[config.mk]
export PLATFORM = sky130hd
export DESIGN_NAME = write_back_page_buffer_pool_flat
export DESIGN_NICKNAME = d
export VERILOG_FILES = /design/src/design/wbpbp_pkg.sv /design/src/design/wbpbp_if.sv /design/src/design/write_back_page_buffer_pool.sv /design/src/flat_wrapper.sv
export SDC_FILE = /design/constraint.sdc
export NUM_CORES = 1
export LEC_CHECK = 0
export ABC_AREA = 1
export BUFFER_PORTS_ARGS = -buffer_cell sky130_fd_sc_hd__buf_2
export CORE_ASPECT_RATIO = 1.1
export CORE_MARGIN = 1
export CORE_UTILIZATION = 35
export CTS_BUF_LIST = sky130_fd_sc_hd__clkbuf_4 sky130_fd_sc_hd__clkbuf_8
export DETAILED_ROUTE_END_ITERATION = 8
export GPL_ROUTABILITY_DRIVEN = 1
export PLACE_DENSITY = 0.63
export RECOVER_POWER = 50
export SLEW_MARGIN = 20
export SYNTH_ARGS = -nofsm -noshare
export SYNTH_HDL_FRONTEND = slang
export SYNTH_SLANG_ARGS = --single-unit
[constraint.sdc]
create_clock -name clk -period 5.3 [get_ports clk]
set_input_delay 0.265 -clock clk [delete_from_list [all_inputs] [get_ports clk]]
set_output_delay 0.265 -clock clk [all_outputs]
set_load 0.005 [all_outputs]
[src/design/wbpbp_pkg.sv]
`timescale 1ns / 1ps

package wbpbp_pkg;

  localparam int FRAME_COUNT_DEF  = 4;
  localparam int PAGE_BYTES       = 4;
  localparam int PAGE_NUMBER_BITS = 8;

  localparam int FUNC_W  = 2;
  localparam int PAGE_W  = 8;
  localparam int VICT_W  = 4;
  localparam int DATA_W  = 32;
  localparam int STAT_W  = 3;
  localparam int FRAME_W = 4;
  localparam int BC_W    = 9;

  localparam logic [BC_W-1:0] BLOCK_COUNT_RST = 9'd5;

  localparam logic [DATA_W-1:0] DATA_MASK =
    (PAGE_BYTES >= 4) ? {DATA_W{1'b1}} : DATA_W'((64'd1 << (PAGE_BYTES * 8)) - 64'd1);
  localparam logic [PAGE_W-1:0] PAGE_MASK =
    (PAGE_NUMBER_BITS >= PAGE_W) ? {PAGE_W{1'b1}} :
    PAGE_W'((32'd1 << PAGE_NUMBER_BITS) - 32'd1);

  typedef enum logic [FUNC_W-1:0] {
    FN_FETCH    = 2'd0,
    FN_WRITE    = 2'd1,
    FN_SHUTDOWN = 2'd2,
    FN_INVALID  = 2'd3
  } func_t;

  typedef enum logic [STAT_W-1:0] {
    SS_RESIDENT  = 3'd0,
    SS_LOADED    = 3'd1,
    SS_WRITTEN   = 3'd2,
    SS_BAD_PAGE  = 3'd3,
    SS_BAD_FRAME = 3'd4,
    SS_FLUSH     = 3'd5,
    SS_BAD_FUNC  = 3'd6
  } status_t;

  typedef enum logic [2:0] {
    S_IDLE,
    S_CHECK,
    S_SCAN,
    S_DECIDE,
    S_LOAD,
    S_FINAL
  } state_t;

endpackage

[src/design/wbpbp_if.sv]
`timescale 1ns / 1ps

interface wbpbp_in_if;
  logic        valid;
  logic        ready;
  logic [1:0]  func;
  logic [7:0]  page_number;
  logic [3:0]  victim_frame;
  logic [31:0] fill_data;
  logic [31:0] write_data;

  modport source (output valid, func, page_number, victim_frame, fill_data, write_data,
                  input ready);
  modport sink   (input valid, func, page_number, victim_frame, fill_data, write_data,
                  output ready);
endinterface

interface wbpbp_out_if;
  logic        valid;
  logic        ready;
  logic [2:0]  status;
  logic [3:0]  frame_number;
  logic        writeback_valid;
  logic [7:0]  writeback_page;
  logic [31:0] writeback_data;
  logic        last;

  modport source (output valid, status, frame_number, writeback_valid, writeback_page,
                  writeback_data, last, input ready);
  modport sink   (input valid, status, frame_number, writeback_valid, writeback_page,
                  writeback_data, last, output ready);
endinterface

interface wbpbp_cfg_if;
  logic       valid;
  logic       ready;
  logic [8:0] data;

  modport source (output valid, data, input ready);
  modport sink   (input valid, data, output ready);
endinterface

[src/design/write_back_page_buffer_pool.sv]
`timescale 1ns / 1ps
// Write-back page buffer pool: FRAME_COUNT frames, fully associative.
// in_ch takes one request beat (fetch, write, shutdown) when valid and ready are
// high; ready is high only while the sequencer is idle. out_ch gives result beats,
// the final beat of each request carrying last. cfg_ch writes block_count and is
// always ready; the user must write it only while the pool is idle, which the
// block itself does not enforce.
// Sequence: a check state for the request, then a scan of one frame per cycle
// over a single tag compare and frame read port (held only while a shutdown flush
// beat waits on the receiver), then a decide state and a load/update state. A load
// or a write answers from the load state; a resident page, a bad victim or a write
// to a page not held answers from the decide state. Bad page and bad function
// answer from the check state. Shutdown gives one beat per dirty frame during the
// scan and its final beat from a final state after the scan.
// The result sits in an output register; a stalled receiver holds the sequencer
// wherever it next needs to emit a beat, and nothing is lost.
// Reset (rst_n low at a clock edge) frees every frame, clears dirty marks and sets
// block_count to 5.
module write_back_page_buffer_pool #(
  parameter int FRAME_COUNT = wbpbp_pkg::FRAME_COUNT_DEF
) (
  input  logic          clk,
  input  logic          rst_n,
  wbpbp_in_if.sink      in_ch,
  wbpbp_out_if.source   out_ch,
  wbpbp_cfg_if.sink     cfg_ch
);
  import wbpbp_pkg::*;

  localparam int IDX_W = (FRAME_COUNT > 1) ? $clog2(FRAME_COUNT) : 1;
  localparam logic [IDX_W-1:0] IDX_LAST = IDX_W'(FRAME_COUNT - 1);

  state_t state_r, state_nxt;
  logic [IDX_W-1:0] idx_r, idx_nxt;

  logic [FUNC_W-1:0] func_r;
  logic [PAGE_W-1:0] page_r;
  logic [VICT_W-1:0] victim_r;
  logic [DATA_W-1:0] fill_r;
  logic [DATA_W-1:0] wdata_r;

  logic             hit_r, free_r;
  logic [IDX_W-1:0] hit_idx_r, free_idx_r;
  logic [BC_W-1:0]  bc_r;

  logic [FRAME_COUNT-1:0] in_use_r, dirty_r;
  logic [PAGE_W-1:0]      page_mem [FRAME_COUNT];
  logic [DATA_W-1:0]      data_mem [FRAME_COUNT];

  logic              out_valid_r;
  logic [STAT_W-1:0] out_status_r;
  logic [FRAME_W-1:0] out_frame_r;
  logic              out_wb_r;
  logic [PAGE_W-1:0] out_wb_page_r;
  logic [DATA_W-1:0] out_wb_data_r;
  logic              out_last_r;

  logic in_fire, out_free;
  logic cur_use, cur_dirty, cur_match, flush_hit, victim_bad;

  // control from the output block
  logic              emit;
  logic [STAT_W-1:0] e_status;
  logic [FRAME_W-1:0] e_frame;
  logic              e_wb;
  logic [PAGE_W-1:0] e_wb_page;
  logic [DATA_W-1:0] e_wb_data;
  logic              e_last;
  logic              mem_we;
  logic [DATA_W-1:0] mem_wdata;
  logic              page_we;
  logic              set_use, clr_use, set_dirty, clr_dirty;

  assign in_ch.ready  = (state_r == S_IDLE);
  assign cfg_ch.ready = 1'b1;
  assign in_fire  = in_ch.valid && in_ch.ready;
  assign out_free = !out_valid_r || out_ch.ready;

  assign cur_use    = in_use_r[idx_r];
  assign cur_dirty  = dirty_r[idx_r];
  assign cur_match  = cur_use && (page_mem[idx_r] == page_r);
  assign flush_hit  = cur_use && cur_dirty;
  assign victim_bad = ({1'b0, victim_r} >= (VICT_W + 1)'(FRAME_COUNT));

  // next state
  always_comb begin
    state_nxt = state_r;
    idx_nxt   = idx_r;
    case (state_r)
      S_IDLE: begin
        if (in_fire) state_nxt = S_CHECK;
      end
      S_CHECK: begin
        idx_nxt = '0;
        if (func_r == FN_INVALID ||
            (func_r == FN_FETCH && {1'b0, page_r} >= bc_r)) begin
          if (out_free) state_nxt = S_IDLE;
        end else begin
          state_nxt = S_SCAN;
        end
      end
      S_SCAN: begin
        if (!(func_r == FN_SHUTDOWN && flush_hit && !out_free)) begin
          if (idx_r == IDX_LAST) begin
            state_nxt = (func_r == FN_SHUTDOWN) ? S_FINAL : S_DECIDE;
          end else begin
            idx_nxt = idx_r + 1'b1;
          end
        end
      end
      S_DECIDE: begin
        if (func_r == FN_FETCH) begin
          if (hit_r) begin
            if (out_free) state_nxt = S_IDLE;
          end else if (free_r) begin
            idx_nxt   = free_idx_r;
            state_nxt = S_LOAD;
          end else if (victim_bad) begin
            if (out_free) state_nxt = S_IDLE;
          end else begin
            idx_nxt   = victim_r[IDX_W-1:0];
            state_nxt = S_LOAD;
          end
        end else if (hit_r) begin
          idx_nxt   = hit_idx_r;
          state_nxt = S_LOAD;
        end else if (out_free) begin
          state_nxt = S_IDLE;
        end
      end
      S_LOAD: begin
        if (out_free) state_nxt = S_IDLE;
      end
      S_FINAL: begin
        if (out_free) state_nxt = S_IDLE;
      end
      default: state_nxt = S_IDLE;
    endcase
  end

  // outputs and frame updates
  always_comb begin
    emit      = 1'b0;
    e_status  = SS_FLUSH;
    e_frame   = '0;
    e_wb      = 1'b0;
    e_wb_page = '0;
    e_wb_data = '0;
    e_last    = 1'b1;
    mem_we    = 1'b0;
    mem_wdata = fill_r;
    page_we   = 1'b0;
    set_use   = 1'b0;
    clr_use   = 1'b0;
    set_dirty = 1'b0;
    clr_dirty = 1'b0;
    case (state_r)
      S_CHECK: begin
        if (func_r == FN_INVALID) begin
          emit     = out_free;
          e_status = SS_BAD_FUNC;
        end else if (func_r == FN_FETCH && {1'b0, page_r} >= bc_r) begin
          emit     = out_free;
          e_status = SS_BAD_PAGE;
        end
      end
      S_SCAN: begin
        if (func_r == FN_SHUTDOWN && flush_hit && out_free) begin
          emit      = 1'b1;
          e_status  = SS_FLUSH;
          e_frame   = FRAME_W'(idx_r);
          e_wb      = 1'b1;
          e_wb_page = page_mem[idx_r];
          e_wb_data = data_mem[idx_r];
          e_last    = 1'b0;
          clr_use   = 1'b1;
          clr_dirty = 1'b1;
        end
      end
      S_DECIDE: begin
        if (func_r == FN_FETCH) begin
          if (hit_r) begin
            emit     = out_free;
            e_status = SS_RESIDENT;
            e_frame  = FRAME_W'(hit_idx_r);
          end else if (!free_r && victim_bad) begin
            emit     = out_free;
            e_status = SS_BAD_FRAME;
          end
        end else if (!hit_r) begin
          emit     = out_free;
          e_status = SS_BAD_FRAME;
        end
      end
      S_LOAD: begin
        if (out_free) begin
          emit    = 1'b1;
          e_frame = FRAME_W'(idx_r);
          mem_we  = 1'b1;
          if (func_r == FN_FETCH) begin
            e_status = SS_LOADED;
            // victim write-back rides on the load beat
            if (cur_use && cur_dirty) begin
              e_wb      = 1'b1;
              e_wb_page = page_mem[idx_r];
              e_wb_data = data_mem[idx_r];
            end
            mem_wdata = fill_r;
            page_we   = 1'b1;
            set_use   = 1'b1;
            clr_dirty = 1'b1;
          end else begin
            e_status  = SS_WRITTEN;
            mem_wdata = wdata_r;
            set_dirty = 1'b1;
          end
        end
      end
      S_FINAL: begin
        emit     = out_free;
        e_status = SS_FLUSH;
      end
      default: ;
    endcase
  end

  always_ff @(posedge clk) begin
    if (!rst_n) begin
      state_r     <= S_IDLE;
      idx_r       <= '0;
      hit_r       <= 1'b0;
      free_r      <= 1'b0;
      bc_r        <= BLOCK_COUNT_RST;
      in_use_r    <= '0;
      dirty_r     <= '0;
      out_valid_r <= 1'b0;
    end else begin
      state_r <= state_nxt;
      idx_r   <= idx_nxt;
      if (cfg_ch.valid && cfg_ch.ready) bc_r <= cfg_ch.data;

      if (state_r == S_CHECK) begin
        hit_r  <= 1'b0;
        free_r <= 1'b0;
      end else if (state_r == S_SCAN && func_r != FN_SHUTDOWN) begin
        if (cur_match && !hit_r) hit_r <= 1'b1;
        if (!cur_use && !free_r) free_r <= 1'b1;
      end

      if (set_use) in_use_r[idx_r] <= 1'b1;
      if (clr_use) in_use_r[idx_r] <= 1'b0;
      if (set_dirty) dirty_r[idx_r] <= 1'b1;
      if (clr_dirty) dirty_r[idx_r] <= 1'b0;

      if (emit) out_valid_r <= 1'b1;
      else if (out_ch.ready) out_valid_r <= 1'b0;
    end
  end

  // payload and frame store, no reset
  always_ff @(posedge clk) begin
    if (in_fire) begin
      func_r   <= in_ch.func;
      page_r   <= in_ch.page_number & PAGE_MASK;
      victim_r <= in_ch.victim_frame;
      fill_r   <= in_ch.fill_data & DATA_MASK;
      wdata_r  <= in_ch.write_data & DATA_MASK;
    end
    if (state_r == S_SCAN && func_r != FN_SHUTDOWN) begin
      if (cur_match && !hit_r) hit_idx_r <= idx_r;
      if (!cur_use && !free_r) free_idx_r <= idx_r;
    end
    if (mem_we) data_mem[idx_r] <= mem_wdata;
    if (page_we) page_mem[idx_r] <= page_r;
    if (emit) begin
      out_status_r  <= e_status;
      out_frame_r   <= e_frame;
      out_wb_r      <= e_wb;
      out_wb_page_r <= e_wb_page;
      out_wb_data_r <= e_wb_data;
      out_last_r    <= e_last;
    end
  end

  assign out_ch.valid           = out_valid_r;
  assign out_ch.status          = out_status_r;
  assign out_ch.frame_number    = out_frame_r;
  assign out_ch.writeback_valid = out_wb_r;
  assign out_ch.writeback_page  = out_wb_page_r;
  assign out_ch.writeback_data  = out_wb_data_r;
  assign out_ch.last            = out_last_r;

  a_dirty_in_use: assert property (@(posedge clk) disable iff (!rst_n)
    (dirty_r & ~in_use_r) == '0)
    else $error("dirty mark on a free frame");

  a_wb_status: assert property (@(posedge clk) disable iff (!rst_n)
    (out_valid_r && out_wb_r) |-> (out_status_r == SS_LOADED || out_status_r == SS_FLUSH))
    else $error("write-back on a result that cannot carry one");

  a_accept_check: assert property (@(posedge clk) disable iff (!rst_n)
    in_fire |=> (state_r == S_CHECK))
    else $error("request beat not followed by check");

  a_emit_free: assert property (@(posedge clk) disable iff (!rst_n)
    emit |-> out_free)
    else $error("result overwrote a waiting beat");

endmodule
[src/flat_wrapper.sv]
// flat-port wrapper written by rule: the top's interface ports become plain ports
module write_back_page_buffer_pool_flat import wbpbp_pkg::*;
#(
  parameter int FRAME_COUNT = wbpbp_pkg::FRAME_COUNT_DEF
)
  (clk, rst_n, in_ch_valid, in_ch_func, in_ch_page_number, in_ch_victim_frame, in_ch_fill_data, in_ch_write_data, in_ch_ready, out_ch_valid, out_ch_status, out_ch_frame_number, out_ch_writeback_valid, out_ch_writeback_page, out_ch_writeback_data, out_ch_last, out_ch_ready, cfg_ch_valid, cfg_ch_data, cfg_ch_ready);
  wbpbp_in_if in_ch_i ();
  wbpbp_out_if out_ch_i ();
  wbpbp_cfg_if cfg_ch_i ();
  input  logic clk;
  input  logic rst_n;
  input wire logic [$bits(in_ch_i.valid)-1:0] in_ch_valid;
  input wire logic [$bits(in_ch_i.func)-1:0] in_ch_func;
  input wire logic [$bits(in_ch_i.page_number)-1:0] in_ch_page_number;
  input wire logic [$bits(in_ch_i.victim_frame)-1:0] in_ch_victim_frame;
  input wire logic [$bits(in_ch_i.fill_data)-1:0] in_ch_fill_data;
  input wire logic [$bits(in_ch_i.write_data)-1:0] in_ch_write_data;
  output wire logic [$bits(in_ch_i.ready)-1:0] in_ch_ready;
  output wire logic [$bits(out_ch_i.valid)-1:0] out_ch_valid;
  output wire logic [$bits(out_ch_i.status)-1:0] out_ch_status;
  output wire logic [$bits(out_ch_i.frame_number)-1:0] out_ch_frame_number;
  output wire logic [$bits(out_ch_i.writeback_valid)-1:0] out_ch_writeback_valid;
  output wire logic [$bits(out_ch_i.writeback_page)-1:0] out_ch_writeback_page;
  output wire logic [$bits(out_ch_i.writeback_data)-1:0] out_ch_writeback_data;
  output wire logic [$bits(out_ch_i.last)-1:0] out_ch_last;
  input wire logic [$bits(out_ch_i.ready)-1:0] out_ch_ready;
  input wire logic [$bits(cfg_ch_i.valid)-1:0] cfg_ch_valid;
  input wire logic [$bits(cfg_ch_i.data)-1:0] cfg_ch_data;
  output wire logic [$bits(cfg_ch_i.ready)-1:0] cfg_ch_ready;
  assign in_ch_i.valid = in_ch_valid;
  assign in_ch_i.func = in_ch_func;
  assign in_ch_i.page_number = in_ch_page_number;
  assign in_ch_i.victim_frame = in_ch_victim_frame;
  assign in_ch_i.fill_data = in_ch_fill_data;
  assign in_ch_i.write_data = in_ch_write_data;
  assign in_ch_ready = in_ch_i.ready;
  assign out_ch_valid = out_ch_i.valid;
  assign out_ch_status = out_ch_i.status;
  assign out_ch_frame_number = out_ch_i.frame_number;
  assign out_ch_writeback_valid = out_ch_i.writeback_valid;
  assign out_ch_writeback_page = out_ch_i.writeback_page;
  assign out_ch_writeback_data = out_ch_i.writeback_data;
  assign out_ch_last = out_ch_i.last;
  assign out_ch_i.ready = out_ch_ready;
  assign cfg_ch_i.valid = cfg_ch_valid;
  assign cfg_ch_i.data = cfg_ch_data;
  assign cfg_ch_ready = cfg_ch_i.ready;
  write_back_page_buffer_pool #(.FRAME_COUNT(FRAME_COUNT)) u_core (.clk(clk), .rst_n(rst_n), .in_ch(in_ch_i), .out_ch(out_ch_i), .cfg_ch(cfg_ch_i));
endmodule
Word-level counts from Yosys, hierarchy flattened
Memory sizes are Yosys's and may differ from the RTL's. A register that Yosys moved wholly into a read port is not among the register bits.
Cells that the tools add are included.

operators by class
  add/subtract/negate cells = 1
  order comparisons = 4
  equality and inequality tests = 17
  mux-type cells = 92
  bitwise logic cells = 6
  reductions and logical operators = 29

operators by type and width
  cell                                           count
  two-way mux 32 bit                             7
  case mux 32 bit (2 select lines)               1
  two-way mux 3 bit                              16
  two-way mux 8 bit                              4
  two-way mux 1 bit                              31
  two-way mux 2 bit                              15
  two-way mux 4 bit                              7
  case mux 8 bit (2 select lines)                1
  case mux 3 bit (5 select lines)                1
  logical AND 1 bit                              12
  case mux 4 bit (3 select lines)                1
  >= comparator 8 x 9 -> 1 bit                   1
  case mux 3 bit (3 select lines)                1
  AND 4 bit                                      2
  == test 8 bit                                  1
  inequality test 2 bit, second input constant   4
  bitwise OR 4 bit                               2
  == test 2 bit, second input constant           3
  == test 3 x 2 -> 1 bit, second input constant  2
  == test 3 bit, second input constant           2
  case mux 2 bit (3 select lines)                1
  AND reduction 6 bit                            1
  logical NOT 1 bit                              5
  case mux 1 bit (5 select lines)                1
  22 further kinds                               27

word-level totals
  flip-flop bits (word level) = 156
  memory bits (writable) = 160
  input port bits = 92
  output and inout port bits = 52
  word-level logic and storage cells = 172
  memories = 2

memory list
  memory           depth  width  read ports  clocked after Yosys merged registers in  write ports  RTL line                           text
  u_core.data_mem  4      32     1           1                                        1            write_back_page_buffer_pool.sv:48  logic [DATA_W-1:0] data_mem [FRAME_COUNT];
  u_core.page_mem  4      8      1           1                                        1            write_back_page_buffer_pool.sv:47  logic [PAGE_W-1:0] page_mem [FRAME_COUNT];

Longest topological paths before layout
Gate-level depths: netlist (run 1).

  depth after elaboration = 9
  mapped depth = 16
  gate-level depth less buffers = 16

Least setup slack after synthesis (run 1)
No wires, ideal clock.

  kind = reg2reg
  from = register u_core.state_r[1]
  to = register u_core.fill_r[0] (enable)
  setup time = 0.515 ns
  arrival = 3.958 ns
  required time = 4.785 ns
  slack = 0.827 ns
  stages on the path, launching flop included = 6
  path buffers = 0
  clock period less this slack = 4.473 ns
  path through = dfxtp_1 nor2_1 inv_1 nor2_1 inv_1 nor2_1

on the way
  cells in the longest elaborated chain, start to end = 2

ends and longest elaborated chain
  element                 RTL line                            text
  start, declared         write_back_page_buffer_pool.sv:33   state_t state_r, state_nxt;
  start signal, assigned  write_back_page_buffer_pool.sv:238  state_r <= state_nxt;
  logical NOT 3 bit       write_back_page_buffer_pool.sv:74   assign in_ch.ready = (state_r == S_IDLE);
  net in_ch_ready         flat_wrapper.sv:18                  output wire logic [$bits(in_ch_i.ready)-1:0] in_ch_ready;
  logical AND 1 bit       write_back_page_buffer_pool.sv:76   assign in_fire = in_ch.valid && in_ch.ready;
  net u_core.in_fire      write_back_page_buffer_pool.sv:58   logic in_fire, out_free;
  end signal, assigned    write_back_page_buffer_pool.sv:266  fill_r <= in_ch.fill_data & DATA_MASK;
  end, declared           write_back_page_buffer_pool.sv:39   logic [DATA_W-1:0] fill_r;

The timed path passes the listed nets, and every way through them passes these cells.
A chain may end at the register's enable or synchronous reset.

Worst setup path after layout (run 1)
  from = register u_core.state_r[1]
  to = register u_core.dirty_r[3]

on the way
  cells in the longest elaborated chain, start to end = 6
  elaborated cells between the ends (all ways) = 8
  classes of those cells = 2 x eq/ne; 5 x mux; 1 x bitwise

ends and longest elaborated chain
  element                        RTL line                            text
  == test 3 bit                  write_back_page_buffer_pool.sv:157  case (state_r)
  two-way mux 1 bit              write_back_page_buffer_pool.sv:157
  two-way mux 4 bit              write_back_page_buffer_pool.sv:252  if (set_dirty) dirty_r[idx_r] <= 1'b1;
  two-way mux 4 bit              write_back_page_buffer_pool.sv:228  if (!rst_n) begin
  AND 4 bit (no line)            n/a
  two-way mux 4 bit (*)          write_back_page_buffer_pool.sv:253  if (clr_dirty) dirty_r[idx_r] <= 1'b0;
  end signal, assigned           write_back_page_buffer_pool.sv:235  dirty_r <= '0;
  end signal, assigned by index  write_back_page_buffer_pool.sv:252
  end signal, assigned by index  write_back_page_buffer_pool.sv:253
  end, declared                  write_back_page_buffer_pool.sv:46   logic [FRAME_COUNT-1:0] in_use_r, dirty_r;

Every way passes the cells marked *; elsewhere a longest branch is shown, timed or not. The select of a mux whose other input is x is not followed.

==> impl_metrics.json, run 1 <==
{
  "yosysTopAreaCell": "edfxtp_1",
  "yosysMostFrequentCell": "edfxtp_1",
  "rsz0062_at_grt": "false",
  "postCtsHoldBufs": 91,
  "startpoint_type": "register",
  "synth.top_cells.by_count": "289 x edfxtp_1, 224 x nand2_1, 82 x a21oi_1, 58 x nor2_1, 45 x inv_1",
  "drive_gt1_share_pct": 21.6,
  "clock_sinks": 316,
  "dieArea_um2": 36200,
  "grt_pass1_vias": 7884,
  "ant_nets": 0,
  "nets": 1291,
  "initial_utilization_pct": 35.9,
  "post_cts_buffers": 0,
  "cts_buffers": 51,
  "drv_cap": 6,
  "clock_skew_ns": 0.0297,
  "timing.hold.ws_ns": 0.0238,
  "antenna_found_initial": 0,
  "required_ns": 5.79,
  "async_reset_ff_share_pct": 0,
  "grt_busiest_layer": "met2",
  "cts.htree.levels": 2,
  "antennaDiodeCount": 0,
  "crit_type": "register to register",
  "postRouteWirelength_um": 27600,
  "worstSetupEndpointType": "register",
  "crit_arrival_ns": 3.97,
  "ys_ff_latch": 316,
  "grt_start_max_net_pins": 82,
  "vias": 7803,
  "fin_crit_sh_pct": 65.6,
  "yosysTopAreaCellShare_pct": 70.0,
  "synth_cells": 930,
  "power.total_mw": 5.82,
  "core_area_um2": 34600,
  "drt_iter0_drc": 551,
  "tightest_slew_ns": 2.34,
  "ys_seq_area_share_pct": 74.4,
  "gr-usage-met2_pct": 25.8,
  "ctsLongestPathBuffers": 3,
  "grt_pass1_wl_um": 41800,
  "syn_area_um2": 12400,
  "crit_fanout": 33,
  "rows": 71,
  "yosys_warnings": 0,
  "port_buffers": 140,
  "fmax_mhz": 288,
  "place_area_um2": 13600,
  "hold_viol_final": 0,
  "first_pass_iters": 5,
  "ctsResizeCount": 0,
  "place_congestion": 0.827,
  "finalSetupViolations": 0,
  "clockRootBuffer": "clkbuf_8",
  "hold_class": "primary input to register",
  "grt_use_total_pct": 15.2,
  "met1_usage_pct": 18.4,
  "status": "finished with violations",
  "globalRouteMet3Util_pct": 4.03,
  "netlist_top_cells_area": "edfxtp_1 70%, nand2_1 6.8%, dfxtp_1 4.4%",
  "drc": 0,
  "clkTransAtPathRegs_ns": 0.06,
  "via_per_inst": 4.69,
  "synth_edf_count": 289,
  "synth_area_per_cell_um2": 13.3,
  "ir_worst_vdd_uv": 253,
  "areaGrowthSynthToFinish_pct": 24.3,
  "pin_count": 144,
  "tritoncts": "built",
  "violations": "max-capacitance violations, max-slew violations",
  "synth_cell_types": 40,
  "insertion_delay_ns": 0.61,
  "die_width_um": 181,
  "die_h_um": 199,
  "fin_area_um2": 15400,
  "hpwlAfterDp_um": 15800,
  "leakage_nw": 5.52,
  "timing.setup.tns_ns": 0,
  "finalMaxSlewViolations": 216,
  "power_density_nw_per_um2": 378,
  "relSlewSlack_pct": -56.2,
  "wl_per_cell_um": 16.6,
  "synth_ff_type": "edfxtp_1",
  "grt-ovfl-total": 0,
  "min_period_ns": 3.48
}
[per-stage QoR]
stage          cells  worst slack (ns)  util [%]
2_1_floorplan    931             0.827         -
3_3_place_gp    1481              2.51      39.3
5_1_grt         1662              1.38      44.6
3_5_place_dp    1481              2.47      39.3
4_1_cts         1662              2.45      44.9
6_report        1662              1.82      44.6
[flip-flops by register name, indices dropped and copies added, names as in the netlist, 3 cells and up, named ones only]
name and count:
u_core.data_mem 128, u_core.fill_r 32, u_core.out_ch.writeback_data 32, u_core.page_mem 32
u_core.wdata_r 32, u_core.bc_r 9, u_core.out_ch.writeback_page 8, u_core.page_r 8
u_core.dirty_r 4, u_core.victim_r 4, u_core.out_ch.status 3, u_core.state_r 3
[power breakdown]
group          internal [mW]  switching [mW]  leakage (nW)
combinational          0.220           0.411          2.11
sequential              2.94           0.118          2.86
clock                   1.21           0.926         0.550
[path summary, 6_finish.rpt]
kind	endpoint	slack (ns)	cells after the start	from
min	u_core.bc_r[3]	0.02	3	cfg_ch_data[3]
max	u_core.dirty_r[3]	1.82	10	u_core.state_r[1]
max reg2reg	u_core.dirty_r[3]	1.82	10	u_core.state_r[1]
min reg2reg	u_core.bc_r[7]	0.47	2	u_core.bc_r[7]
[cell families after synthesis]
group / count (synthesis) / synth area share, %
and+or+nand+nor: 329 / 10.8
DFF: 316 / 74.4
AOI/OAI and AO/OA: 148 / 7.28
buffers and inverters: 88 / 3.14
muxes: 32 / 2.91
adders and majority gates: 12 / 1.21
xor gates and xnor gates: 3 / 0.212
other: 2 / 0.0606
[layer usage]
| layer | routed length, um | vias up |
|---|---|---|
| met1 | 12100 | 3714 |
| met3 | 1610 | 52 |
| met4 | 679 | 0 |
| met2 | 13200 | 228 |
| met5 | 0 | - |
| li1 | - | 3809 |
[critical path: stages, from the launching register on]
cell	delay [ns]
dfxtp_1	0.36
nor2_1	0.12
inv_1	0.06
nor2_1	0.18
clkinv_1	0.17
nor2_1	0.15
inv_1	0.19
nor2_4	0.11
clkbuf_1	1.64
a21oi_1	0.14
a211oi_1	0.26
[placed cells by master, fill, tap and decap left out, types with 4 or more instances in the layout]
cell type | Yosys | routed
edfxtp_1 | 289 | 289
inv_1 | 45 | 46
nand3_1 | 26 | 27
nand2_2 | 7 | 9
nor2_4 | 0 | 4
a211oi_1 | 6 | 6
nand2_1 | 224 | 224
o21ai_0 | 17 | 17
nor2_1 | 58 | 56
mux2_2 | 32 | 32
clkbuf_1 | 16 | 51
dlygate4sd3_1 | 0 | 91
a21oi_1 | 82 | 82
ha_1 | 12 | 12
clkbuf_8 | 0 | 54
dfxtp_1 | 27 | 25
clkinv_2 | 0 | 5
clkbuf_4 | 0 | 17
buf_2 | 9 | 94
clkinv_1 | 0 | 10
a21oi_2 | 29 | 29
o22ai_1 | 4 | 4
[layout make-up]
cell class	instances	area (um2)
Fill cell	3118	19200
Sequential cell	316	9220
Multi-Input combinational cell	527	2790
Timing Repair Buffer	240	1600
Clock buffer	71	871
Tap cell	438	548
Inverter	51	196
Clock inverter	19	173
Power figures use the tool's default switching activity.
==> run 2: changes to the inputs <==
- clock period: 5.3 -> 3.2 ns (I/O delays scaled with it)
==> run 2 against run 1 <==
Against the previous run:
- the flow now finishes without violations
- core utilization grew 0.95 points
- largest cell class unchanged
- non-clock buffer count grew 21
- critical endpoint is now u_core.out_ch.writeback_data[23]
- clock power grew 72%
- highest routed layer unchanged
==> impl_metrics.json, run 2 (same netlist as run 1, synthesis figures left out) <==
{
  "dieArea_um2": 36200,
  "ant_nets": 0,
  "drive_gt1_share_pct": 23.0,
  "drc": 0,
  "required_ns": 3.54,
  "ir_worst_vdd_uv": 381,
  "top_register": "u_core.data_mem",
  "hpwlAfterDp_um": 16500,
  "hold_class": "primary input to register",
  "min_period_ns": 2.78,
  "insertion_delay_ns": 0.60,
  "fin_crit_sh_pct": 87.0,
  "crit_type": "register to register",
  "ctsResizeCount": 0,
  "wirelength_met1_um": 11700,
  "tritoncts": "built",
  "met3RoutedLength_um": 1660,
  "drt_iter0_drc": 397,
  "layout_common_cells": "289 x edfxtp_1, 223 x nand2_1, 100 x dlygate4sd3_1",
  "pin_count": 144,
  "first_pass_iters": 5,
  "postRouteWirelength_um": 28000,
  "fillers": 3049,
  "startpoint_type": "register",
  "core_area_um2": 34600,
  "die_width_um": 181,
  "grt_pass1_vias": 8130,
  "leakage_nw": 5.70,
  "hold_viol_final": 0,
  "antennaDiodeCount": 0,
  "clockRootBuffer": "clkbuf_8",
  "vias": 7829,
  "wl_met2_um": 13900,
  "top_layer": "met4",
  "timing.setup.tns_ns": 0,
  "drv_cap": 0,
  "finalMaxSlewViolations": 0,
  "grt_pass1_wl_um": 43200,
  "relSlewSlack_pct": 23.2,
  "cts.htree.levels": 2,
  "initial_utilization_pct": 35.9,
  "via_per_inst": 4.64,
  "clkTransAtPathRegs_ns": 0.06,
  "cts_buffers": 53,
  "antenna_found_initial": 0,
  "wl_per_cell_um": 16.6,
  "port_buffers": 140,
  "nets": 1314,
  "ctsLongestPathBuffers": 3,
  "grt_start_max_net_pins": 51,
  "clock_skew_ns": 0.0283,
  "status": "completed",
  "grt-ovfl-total": 0,
  "tightest_slew_ns": 1.15,
  "crit_arrival_ns": 3.13,
  "areaGrowthSynthToFinish_pct": 26.9,
  "worstSetupEndpointType": "register",
  "rsz0062_at_grt": "false",
  "die_h_um": 199,
  "largest_reg_flops": 128,
  "power_density_nw_per_um2": 624,
  "clock_sinks": 316,
  "timing.hold.ws_ns": 0.105,
  "rows": 71,
  "final_common_cell": "edfxtp_1",
  "fmax_mhz": 359,
  "finalSetupViolations": 0,
  "grt_use_total_pct": 15.7,
  "crit_fanout": 32,
  "place_congestion": 0.819
}
==> run 2: cell types whose count changed in the layout (fill, tap and decap cells not counted), sizes merged <==
cell / previous run / this run
buf: 97 / 113
dlygate4sd3: 91 / 100
clkinv: 16 / 15
clkinvlp: 1 / 0
clkbuf: 123 / 122
inv: 50 / 53
==> run 2: final timing paths <==
path,start,endpoint,slack [ns],cells after the start
max,u_core.idx_r[0],u_core.out_ch.writeback_data[23],0.42,12
min,cfg_ch_valid,u_core.bc_r[7],0.11,3
max reg2reg,u_core.idx_r[0],u_core.out_ch.writeback_data[23],0.42,12
min reg2reg,u_core.bc_r[7],u_core.bc_r[7],0.47,2
==> run 2: area by class of cell <==
cell class | count | area [um2] | area share [%]
Clock inverter | 20 | 183 | 1.16
Clock buffer | 74 | 912 | 5.80
Timing Repair Buffer | 261 | 1850 | 11.8
Inverter | 51 | 196 | 1.25
Multi-Input combinational cell | 527 | 2820 | 17.9
Sequential cell | 316 | 9220 | 58.6
Tap cell | 438 | 548 | 3.48
==> run 2: critical path: stages (launching register included) <==
cell and delay, ns:
dfxtp_1 0.56, inv_1 0.23, nand2_1 0.10, o211ai_1 0.08, nand2_1 0.09, nand2_1 0.05, inv_1 0.16, nand3_4 0.18
nand2_4 0.14, nand2_4 0.15, inv_6 0.32, nand2_1 0.08, a21oi_1 0.36
==> run 2: timing repair <==
action	CTS	global route
hold buffers	100	0
hold endpoints to repair	94	0
buffers inserted	0	0
==> run 2: stage by stage <==
| stage | cells | util [%] | area, um2 | total power [mW] | worst slack (ns) |
|---|---|---|---|---|---|
| detailed placement | 1493 | 39.7 | 13700 | 6.17 | 0.642 |
| global route | 1687 | 45.5 | 15700 | 10.3 | 0.252 |
| finish | 1687 | 45.5 | 15700 | 9.81 | 0.416 |
| CTS | 1687 | 45.8 | 15800 | 9.96 | 0.630 |
| global placement | 1493 | 39.7 | 13700 | 6.15 | 0.693 |
| floorplan | 931 | - | 12400 | 5.72 | 0.0442 |
==> run 2: layer usage <==
metal / up-vias / track usage, %
li1: 3850 / -
met1: 3688 / 18.1
met2: 227 / 27.8
met3: 64 / 3.81
met4: 0 / 7.06
met5: - / 0
==> run 2: report_power, final <==
part           switching [mW]  internal [mW]  total [mW]
sequential              0.123           4.86        4.98
combinational           0.762          0.407        1.17
clock                    1.57           2.09        3.66
total                    2.46           7.35        9.81
==> run 3: changes to the inputs <==
- REMOVE_ABC_BUFFERS: unset -> 1
==> run 3 against run 2 <==
Against the previous run:
- via count down 0.51%
- largest cell class unchanged
- non-clock buffer count shrank 5
- critical endpoint is now u_core.data_mem[3][10]
- die area stayed put
==> impl_metrics.json, run 3 (same netlist as run 1, synthesis figures left out) <==
{
  "insertion_delay_ns": 0.61,
  "hold_depth": 3,
  "nets": 1308,
  "largest_reg_flops": 128,
  "drc": 0,
  "place_congestion": 0.855,
  "port_buffers": 140,
  "relSlewSlack_pct": 30.9,
  "grt_start_max_net_pins": 65,
  "die_h_um": 199,
  "tritoncts": "built",
  "status": "completed",
  "antennaDiodeCount": 0,
  "crit_type": "register to register",
  "multi_input_area_um2": 2810,
  "initial_utilization_pct": 35.9,
  "cts_buffers": 52,
  "grt_use_total_pct": 15.6,
  "ctsResizeCount": 0,
  "layout_common_cells": "289 x edfxtp_1, 223 x nand2_1, 100 x dlygate4sd3_1",
  "die_width_um": 181,
  "finalMaxSlewViolations": 0,
  "fin_crit_sh_pct": 83.8,
  "ant_nets": 0,
  "hpwlAfterDp_um": 16700,
  "fillers": 3100,
  "post-place-ws_ns": 0.847,
  "grt_pass1_wl_um": 43200,
  "layout_setup_ws_ns": 0.517,
  "drt_iter0_drc": 461,
  "clock_sinks": 316,
  "leakage_nw": 5.69,
  "drive_gt1_share_pct": 22.2,
  "rows": 71,
  "grt_pass1_vias": 7989,
  "power_density_nw_per_um2": 633,
  "final_common_cell": "edfxtp_1",
  "clockRootBuffer": "clkbuf_8",
  "worstRegToRegCells": 5,
  "drv_cap": 0,
  "min_period_ns": 2.68,
  "hold_class": "primary input to register",
  "wl_per_cell_um": 16.5,
  "top_register": "u_core.data_mem",
  "tightest_slew_ns": 1.04,
  "grt-ovfl-total": 0,
  "cts.htree.levels": 2,
  "postRouteWirelength_um": 27800,
  "vias": 7789,
  "rsz0062_at_grt": "false",
  "antenna_found_initial": 0,
  "areaGrowthSynthToFinish_pct": 27.2,
  "worstSetupEndpointType": "register",
  "power.total_mw": 9.97,
  "fmax_mhz": 373,
  "via_per_inst": 4.62,
  "ff_latch_area_um2": 9220,
  "ctsLongestPathBuffers": 3,
  "crit_fanout": 20,
  "clkTransAtPathRegs_ns": 0.06,
  "pin_count": 144,
  "crit_arrival_ns": 3.01,
  "dieArea_um2": 36200,
  "required_ns": 3.53,
  "hold_viol_final": 0,
  "ir_worst_vdd_uv": 344,
  "first_pass_iters": 4,
  "clock_skew_ns": 0.0337,
  "core_area_um2": 34600,
  "finalSetupViolations": 0,
  "startpoint_type": "register"
}
==> run 3: cell types whose count changed in the layout (fill, tap and decap cells not counted), sizes merged <==
| cell | before | now |
|---|---|---|
| clkbuf | 122 | 120 |
| clkinv | 15 | 22 |
| inv | 53 | 52 |
| bufinv | 3 | 5 |
| buf | 113 | 106 |
==> run 3: worst paths after layout <==
check / from / end / slack (ns)
min: cfg_ch_valid / u_core.bc_r[3] / 0.11
max: u_core.func_r[1] / u_core.data_mem[3][10] / 0.52
max reg2reg: u_core.func_r[1] / u_core.data_mem[3][10] / 0.52
min reg2reg: u_core.bc_r[5] / u_core.bc_r[5] / 0.47
==> run 3: critical path, stage by stage, from the launching register on <==
cell and delay (ns):
edfxtp_1 0.40, nor2_1 0.48, nor2_1 0.14, nand2_1 0.71, buf_12 0.28, mux2_2 0.42
==> run 3: routing by layer <==
metal / share of wire (%) / track usage, %
met1: 44 / 18.8
met2: 49 / 27.5
met3: 4.7 / 3.34
met4: 2.7 / 6.21
met5: 0 / 0
==> run 3: area by class of cell <==
class                           count  area share [%]
Tap cell                          438            3.48
Clock inverter                     28            1.61
Sequential cell                   316            58.5
Multi-Input combinational cell    527            17.8
Inverter                           51            1.25
Timing Repair Buffer              256            11.6
Clock buffer                       70            5.76
==> run 3: timing repair <==
action                    4_1_cts  5_1_grt
setup buffers                   0        0
hold buffers                  100        0
hold endpoints to repair       94        0
==> run 3: metrics by stage <==
step | hold slack, ns | std cells | setup TNS, ns | instance area, um2 | utilization, %
2_1_floorplan | 0.244 | 894 | -100.22 | 12200 | -
3_3_place_gp | 0.337 | 1488 | 0 | 13700 | 39.6
3_5_place_dp | 0.338 | 1488 | 0 | 13700 | 39.6
4_1_cts | 0.0701 | 1686 | 0 | 15900 | 45.9
5_1_grt | 0.158 | 1686 | 0 | 15800 | 45.6
6_report | 0.113 | 1686 | 0 | 15800 | 45.6
==> run 3: power by group <==
part / internal [mW] / switching (mW) / total (mW)
Clock: 2.25 / 1.58 / 3.84
Combinational: 0.383 / 0.755 / 1.14
Sequential: 4.86 / 0.130 / 4.99
Total: 7.50 / 2.47 / 9.97
